**src/rtl/lrts_pkg.sv**
```systemverilog
// shared types and constants of the least-run task scheduler
`default_nettype none
package lrts_pkg;

    localparam int MAX_TASKS  = 16;
    localparam int COUNT_BITS = 16;
    localparam int ID_W       = $clog2(MAX_TASKS);
    localparam int HI_W       = $clog2(MAX_TASKS + 1);

    typedef logic [ID_W-1:0]       t_id;
    typedef logic [COUNT_BITS-1:0] t_cnt;
    typedef logic [HI_W-1:0]       t_hi;

    localparam logic [1:0] OP_CREATE  = 2'd0;
    localparam logic [1:0] OP_START   = 2'd1;
    localparam logic [1:0] OP_DESTROY = 2'd2;
    localparam logic [1:0] OP_SWITCH  = 2'd3;

    typedef enum logic [1:0] {
        ST_EMPTY   = 2'd0,
        ST_CREATED = 2'd1,
        ST_READY   = 2'd2
    } t_slot;

    typedef enum logic [2:0] {
        CMD_NONE,
        CMD_CREATE,
        CMD_START,
        CMD_DESTROY,
        CMD_INC
    } t_cmd_op;

    typedef struct packed {
        t_cmd_op op;
        t_id     id;
    } t_cmd;

    typedef struct packed {
        logic valid;
        logic found;
        t_id  id;
        t_cnt cnt;
    } t_wave;

endpackage
`default_nettype wire

```
**src/rtl/lrts_cell.sv**
```systemverilog
// one task slot: state, run count and one stage of the scan chain
`default_nettype none
module lrts_cell
    import lrts_pkg::*;
(
    input  wire logic  i_clk,
    input  wire logic  i_rst_n,
    input  wire t_id   i_index,
    input  wire t_cmd  i_cmd,
    input  wire t_wave i_wave,
    output t_wave      o_wave,
    output t_slot      o_state
);

    t_slot r_state;
    t_cnt  r_cnt;
    t_wave r_wave;
    logic  hit;
    logic  take;

    assign hit  = (i_cmd.id == i_index);
    assign take = (r_state == ST_READY) && (!i_wave.found || (r_cnt < i_wave.cnt));

    always_ff @(posedge i_clk) begin
        if (!i_rst_n) begin
            r_state <= ST_EMPTY;
        end else if (hit) begin
            case (i_cmd.op)
                CMD_CREATE:  r_state <= ST_CREATED;
                CMD_START:   r_state <= ST_READY;
                CMD_DESTROY: r_state <= ST_EMPTY;
                default:     r_state <= r_state;
            endcase
        end
    end

    always_ff @(posedge i_clk) begin
        if (hit) begin
            case (i_cmd.op)
                CMD_CREATE: r_cnt <= t_cnt'(1);
                CMD_INC: begin
                    if (r_cnt != '1) begin
                        r_cnt <= r_cnt + t_cnt'(1);
                    end
                end
                default:    r_cnt <= r_cnt;
            endcase
        end
    end

    // token moves one cell per cycle carrying the best candidate so far
    always_ff @(posedge i_clk) begin
        if (!i_rst_n) begin
            r_wave.valid <= 1'b0;
        end else begin
            r_wave.valid <= i_wave.valid;
        end
    end

    always_ff @(posedge i_clk) begin
        if (take) begin
            r_wave.found <= 1'b1;
            r_wave.id    <= i_index;
            r_wave.cnt   <= r_cnt;
        end else begin
            r_wave.found <= i_wave.found;
            r_wave.id    <= i_wave.id;
            r_wave.cnt   <= i_wave.cnt;
        end
    end

    assign o_wave  = r_wave;
    assign o_state = r_state;

endmodule
`default_nettype wire

```
**src/rtl/least_run_task_scheduler_core.sv**
```systemverilog
// top level of the least-run task scheduler: request control and the chain of slot cells
//
// Create, start and destroy are done in the cycle the request is taken and the result
// is registered. A switch sends a token down the row of MAX_TASKS slot cells, one cell
// per cycle; the winner is latched into r_best when the token leaves the last cell, and
// the reply is registered from r_best in S_FINISH once the output register is free. One
// request is in work at a time. The next one is taken only when the output register is
// empty or its result leaves in the same cycle, so a stalled result holds off the input.
`default_nettype none
module least_run_task_scheduler_core
    import lrts_pkg::*;
(
    input  wire logic        i_clk,
    input  wire logic        i_rst_n,
    input  wire logic        i_s_tvalid,
    output logic             o_s_tready,
    input  wire logic [7:0]  i_s_tdata,   // target_id[3:0], zero fill
    input  wire logic [1:0]  i_s_tuser,   // op[1:0]
    output logic             o_m_tvalid,
    input  wire logic        i_m_tready,
    output logic [15:0]      o_m_tdata    // ok[0], result_id[4:1], running_id[8:5], zero fill
);

    typedef enum logic [1:0] {
        S_IDLE,
        S_SCAN,
        S_FINISH
    } t_fsm;

    t_fsm  r_fsm, n_fsm;
    logic  r_out_valid, n_out_valid;
    logic  r_out_ok, n_out_ok;
    t_id   r_out_rid, n_out_rid;
    t_id   r_running, n_running;
    t_hi   r_highest, n_highest;
    t_wave r_best, n_best;

    t_cmd  cmd;
    t_wave wave_head;
    t_wave wave [MAX_TASKS];
    t_slot slot [MAX_TASKS];

    logic  accept;
    logic  out_free;
    logic [1:0] op;
    t_id   tid;
    t_hi   next_hi;
    t_wave tail;

    assign op       = i_s_tuser;
    assign tid      = i_s_tdata[ID_W-1:0];
    assign out_free = !r_out_valid || i_m_tready;
    assign o_s_tready = (r_fsm == S_IDLE) && out_free;
    assign accept   = i_s_tvalid && o_s_tready;
    assign tail     = wave[MAX_TASKS-1];
    assign next_hi  = (r_highest < t_hi'(MAX_TASKS)) ? r_highest + t_hi'(1) : t_hi'(MAX_TASKS);

    always_comb begin
        wave_head       = '0;
        wave_head.valid = accept && (op == OP_SWITCH);
    end

    genvar g;
    generate
        for (g = 0; g < MAX_TASKS; g++) begin : g_cell
            t_wave w_in;
            if (g == 0) begin : g_head
                assign w_in = wave_head;
            end else begin : g_link
                assign w_in = wave[g-1];
            end
            lrts_cell u_cell (
                .i_clk   (i_clk),
                .i_rst_n (i_rst_n),
                .i_index (t_id'(g)),
                .i_cmd   (cmd),
                .i_wave  (w_in),
                .o_wave  (wave[g]),
                .o_state (slot[g])
            );
        end
    endgenerate

    always_comb begin
        n_fsm       = r_fsm;
        n_out_valid = r_out_valid && !i_m_tready;
        n_out_ok    = r_out_ok;
        n_out_rid   = r_out_rid;
        n_running   = r_running;
        n_highest   = r_highest;
        n_best      = r_best;
        cmd.op      = CMD_NONE;
        cmd.id      = tid;
        case (r_fsm)
            S_IDLE: begin
                if (accept) begin
                    n_out_ok  = 1'b0;
                    n_out_rid = '0;
                    case (op)
                        OP_CREATE: begin
                            n_highest   = next_hi;
                            n_out_valid = 1'b1;
                            if (next_hi < t_hi'(MAX_TASKS)) begin
                                cmd.op    = CMD_CREATE;
                                cmd.id    = next_hi[ID_W-1:0];
                                n_out_ok  = 1'b1;
                                n_out_rid = next_hi[ID_W-1:0];
                            end
                        end
                        OP_START: begin
                            n_out_valid = 1'b1;
                            if (slot[tid] == ST_CREATED) begin
                                cmd.op   = CMD_START;
                                n_out_ok = 1'b1;
                            end
                        end
                        OP_DESTROY: begin
                            n_out_valid = 1'b1;
                            if (slot[tid] != ST_EMPTY) begin
                                cmd.op   = CMD_DESTROY;
                                n_out_ok = 1'b1;
                            end
                        end
                        default: begin
                            n_fsm = S_SCAN;
                        end
                    endcase
                end
            end
            S_SCAN: begin
                if (tail.valid) begin
                    n_best = tail;
                    n_fsm  = S_FINISH;
                end
            end
            S_FINISH: begin
                if (out_free) begin
                    n_out_valid = 1'b1;
                    n_fsm       = S_IDLE;
                    if (r_best.found) begin
                        cmd.op    = CMD_INC;
                        cmd.id    = r_best.id;
                        n_running = r_best.id;
                        n_out_ok  = 1'b1;
                        n_out_rid = r_best.id;
                    end else begin
                        n_running = '0;
                        n_out_ok  = 1'b0;
                        n_out_rid = '0;
                    end
                end
            end
            default: begin
                n_fsm = S_IDLE;
            end
        endcase
    end

    always_ff @(posedge i_clk) begin
        if (!i_rst_n) begin
            r_fsm       <= S_IDLE;
            r_out_valid <= 1'b0;
            r_running   <= '0;
            r_highest   <= '0;
        end else begin
            r_fsm       <= n_fsm;
            r_out_valid <= n_out_valid;
            r_running   <= n_running;
            r_highest   <= n_highest;
            r_out_ok    <= n_out_ok;
            r_out_rid   <= n_out_rid;
            r_best      <= n_best;
        end
    end

    assign o_m_tvalid = r_out_valid;
    assign o_m_tdata  = {{(16 - 1 - 2 * ID_W){1'b0}}, r_running, r_out_rid, r_out_ok};

    logic [MAX_TASKS-1:0] wave_valids;
    always_comb begin
        for (int k = 0; k < MAX_TASKS; k++) begin
            wave_valids[k] = wave[k].valid;
        end
    end

    // at most one scan token in the chain
    a_one_token: assert property (@(posedge i_clk) disable iff (!i_rst_n)
        $onehot0(wave_valids))
        else $error("more than one scan token in flight");

    // no request taken while a scan is running
    a_scan_busy: assert property (@(posedge i_clk) disable iff (!i_rst_n)
        (r_fsm == S_SCAN) || (r_fsm == S_FINISH) |-> !o_s_tready)
        else $error("request taken during scan");

    // only a switch changes the running task
    a_run_hold: assert property (@(posedge i_clk) disable iff (!i_rst_n)
        (r_fsm == S_IDLE) |=> (r_running == $past(r_running)))
        else $error("running task changed outside a switch");

    // a failed request reports id zero
    a_fail_id: assert property (@(posedge i_clk) disable iff (!i_rst_n)
        o_m_tvalid && !o_m_tdata[0] |-> (o_m_tdata[4:1] == 4'd0))
        else $error("failed request with nonzero id");

    // the id counter never passes the table size
    a_hi_sat: assert property (@(posedge i_clk) disable iff (!i_rst_n)
        r_highest <= t_hi'(MAX_TASKS))
        else $error("issued id counter overflow");

endmodule
`default_nettype wire

```
**config.mk**
```make
export PLATFORM = sky130hd
export DESIGN_NAME = least_run_task_scheduler_core
export DESIGN_NICKNAME = d
export VERILOG_FILES = /design/src/rtl/lrts_pkg.sv /design/src/rtl/lrts_cell.sv /design/src/rtl/least_run_task_scheduler_core.sv
export SDC_FILE = /design/constraint.sdc
export NUM_CORES = 1
export LEC_CHECK = 0
export BUFFER_PORTS_ARGS = -buffer_cell sky130_fd_sc_hd__buf_4
export CAP_MARGIN = 20
export CELL_PAD_IN_SITES_DETAIL_PLACEMENT = 0
export CELL_PAD_IN_SITES_GLOBAL_PLACEMENT = 1
export CORE_MARGIN = 2
export CORE_UTILIZATION = 45
export CTS_CLUSTER_SIZE = 24
export DETAILED_ROUTE_END_ITERATION = 8
export GPL_TIMING_DRIVEN = 0
export PLACE_DENSITY_LB_ADDON = 0.1
export SYNTH_ARGS = -nofsm -noshare
export SYNTH_HDL_FRONTEND = slang
export SYNTH_SLANG_ARGS = --single-unit
```
**constraint.sdc**
```tcl
create_clock -name i_clk -period 4.3 [get_ports i_clk]
set_input_delay 0.215 -clock i_clk [delete_from_list [all_inputs] [get_ports i_clk]]
set_output_delay 0.215 -clock i_clk [all_outputs]
set_load 0.02 [all_outputs]
```
==> results.py <==
metrics = {
    "layout": {
        "multi_input_area_mm2": 0.0147,
        "fin_cells": 4067,
        "seq_area_mm2": 0.0153,
        "fillers": 6270,
        "final_util": 0.513,
        "final_layout_size_suffix_gt1_frac": 0.131,
        "area_growth_pct": 12.5,
        "layout.nets": 3332,
    },
    "power_and_ir_drop": {
        "p_sw_mw": 3.01,
        "seqPwrFrac": 0.484,
        "vdd_ir_drop_max_mv": 0.286,
        "switching_share": 0.221,
        "share_comb_of_total_power": 0.060,
        "clkPwrFrac": 0.456,
        "powerDensity_mw_per_mm2": 386,
        "p_int_mw": 10.6,
        "p_leak_nw": 13.6,
    },
    "placement": {
        "dp.cells": 3928,
        "hpwl_um": 54600,
        "place.port_buffers": 16,
        "place_congestion": 0.828,
    },
    "critical_path": {
        "cp_max_fo": 16,
        "r2r-start": "r_highest[0]",
        "reg2reg_depth": 7,
        "required_ns": 4.51,
        "start_kind": "flop",
        "endpoint_kind": "flop",
        "r2r_setup_slack_ns": 0.29,
        "r2r_end": "g_cell[9].u_cell.r_cnt[4]",
        "arrival_ns": 4.22,
        "worstSetupPathType": "flop to flop",
    },
    "yosys": {
        "synthTopCellsByCount": "365 x dfxtp_1, 301 x nor2_1, 266 x edfxtp_1",
        "synth.most_common_cell": "dfxtp_1",
        "ys_seq_area_frac": 0.488,
        "synth_top_area_share": 0.255,
        "synth_edf_count": 266,
        "synth-seq-cells": 631,
        "synthFlopType": "dfxtp_1",
        "syn_area_per_cell_um2": 10.6,
        "synthArstFlopShare": 0,
        "yosys.area.top_type": "edfxtp_1",
        "syn_area_mm2": 0.0313,
        "synth_area_leaders": "edfxtp_1 25%, dfxtp_1 23%, ha_1 9.7%",
        "synthCells": 2963,
        "yosysWarnings": 0,
        "synth_cell_type_count": 61,
    },
    "grt": {
        "grt_max_degree": 17,
        "grt_usage": 0.208,
        "grt_pass1_wl_um": 117000,
        "overflow": 0,
        "grt_pass1_vias": 21700,
        "grt_antenna_before_repair": 3,
    },
    "timing": {
        "tns_ns": 0,
        "fin_skew_ns": 0.0234,
        "finalMaxSlewViolations": 0,
        "max_freq_ghz": 0.250,
        "rsz0062_at_grt": "false",
        "fin_crit_sh": 0.932,
        "slew_headroom": 0.260,
        "finalCriticalPeriod_ns": 4.01,
        "worst_hold_slack_ns": 0.0588,
        "final-setup-viol-count": 0,
        "tightest_slew_ns": 1.11,
        "hold_violations": 0,
    },
    "die": {
        "fp.dieW_um": 268,
        "io_pins": 32,
        "die-area_mm2": 0.0717,
        "fp.dieH_um": 268,
        "rows": 96,
        "core_mm2": 0.0687,
        "initial_core_util": 0.456,
    },
    "route": {
        "firstDrtPassIters": 5,
        "vias": 21500,
        "drcViolationCount": 0,
        "avgViaCountPerCell": 5.28,
        "postRouteAntennaNets": 0,
        "wire_per_inst_um": 18.2,
        "dr.first_iter.drc_count": 1109,
        "wirelength_um": 73900,
    },
    "clock_network": {
        "cts_setup_buffers": 0,
        "root_buffer": "clkbuf_16",
        "insertion_delay_ns": 0.61,
        "cts.repair.resized": 0,
        "clock_sinks": 631,
        "clock_path_buffers": 3,
        "hold_buffers": 4,
        "htree_levels": 3,
        "cts-buffers-inserted": 73,
        "clk_pin_slew_ns": 0.06,
        "cts_tree": "built",
    },
    "status": {
        "status": "complete, no violations",
    },
    "worst_hold_path": {
        "hp-class": "input port to flop",
        "worstHoldEndpoint": "r_fsm[0]",
        "hold_depth": 4,
        "min_from": "i_s_tuser[1]",
    },
    "run": {
        "max_cap_violations": 0,
    },
}
-- logic make-up after synthesis --
logic type	after synthesis	share of synthesized area
compound gates	358	0.0772
simple gates	954	0.152
flops	631	0.488
buf+inv	344	0.0435
xor+xnor	190	0.0531
other cells	1	0.000120
mux	243	0.0887
fa+ha+maj	242	0.0967
-- power groups by stage --
| stage | registers (mW) | clock network, mW | logic, mW |
|---|---|---|---|
| CTS | 6.59 | 6.35 | 0.827 |
| floorplan | 6.66 | 0 | 0.614 |
| global route | 6.61 | 6.58 | 0.930 |
| finish | 6.58 | 6.20 | 0.815 |
| global placement | 6.72 | 0 | 0.784 |
| detailed placement | 6.72 | 0 | 0.816 |
-- registers in the layout, summed over array words and instances, names as in the netlist --
signal / count
r_fsm: 2
r_running: 4
r_out_rid: 4
r_best: 5
o_m_tvalid: 1
r_highest: 5
g_cell.u_cell.o_state: 32
r_out_ok: 1
g_cell.u_cell.o_wave: 321
g_cell.u_cell.r_cnt: 256
-- final cells by class --
class / count / share of cell area
clock inverters: 27 / 0.00838
inverters: 251 / 0.0267
flip-flops and latches: 631 / 0.434
clock buffers: 107 / 0.0595
plain buffers: 93 / 0.0120
repair buffers: 32 / 0.00859
multi-input cells: 1994 / 0.418
well taps: 931 / 0.0330
diodes: 1 / 0.0000710
-- per-stage QoR --
stage	area [µm²]	power (mW)	worst slack (ns)
3_5_place_dp	32800	7.53	0.310
5_1_grt	35300	14.1	0.0844
2_1_floorplan	31300	7.27	1.24
3_3_place_gp	32600	7.50	-0.470
6_report	35300	13.6	0.294
4_1_cts	35200	13.8	0.292
-- layer usage --
layer / up-vias / GRT usage / routed length [µm]
met5: - / 0 / 10
met4: 2 / 0.0726 / 2440
met3: 111 / 0.0351 / 2640
met2: 321 / 0.356 / 35700
met1: 10400 / 0.265 / 33200
li1: 10600 / - / -
-- worst max-delay path, cell delays in order (launching register included) --
cell,delay [ns]
dfxtp_1,0.45
ha_1,0.30
a311o_1,0.32
nor2_1,0.10
buf_1,0.39
o311ai_2,0.70
nand4_1,0.50
a21oi_2,0.86
-- cells in the final DEF, fill, tap and decap left out, types with 82 or more instances in the layout --
master and n:
clkbuf_1 86, xor2_1 127, and3_1 82, ha_1 242
nor2_1 300, nand4_1 97, dfxtp_1 365, inv_1 250
edfxtp_1 266, nand3_1 111, mux2_2 216, nand2_1 133
a21oi_1 93
-- worst max-delay path by stage --
stage                     cells after the start                         end         start
after CTS                                     7   g_cell[9].u_cell.r_cnt[2]  r_highest[0]
after floorplan                               7  g_cell[11].u_cell.r_cnt[0]  r_highest[0]
after global placement                        6   g_cell[7].u_cell.r_cnt[0]      r_fsm[1]
after global routing                          7   g_cell[9].u_cell.r_cnt[6]  r_highest[0]
final                                         7   g_cell[9].u_cell.r_cnt[4]  r_highest[0]
after detailed placement                      7   g_cell[9].u_cell.r_cnt[6]  r_highest[0]
Note: power is estimated with default switching activity, not from simulation.
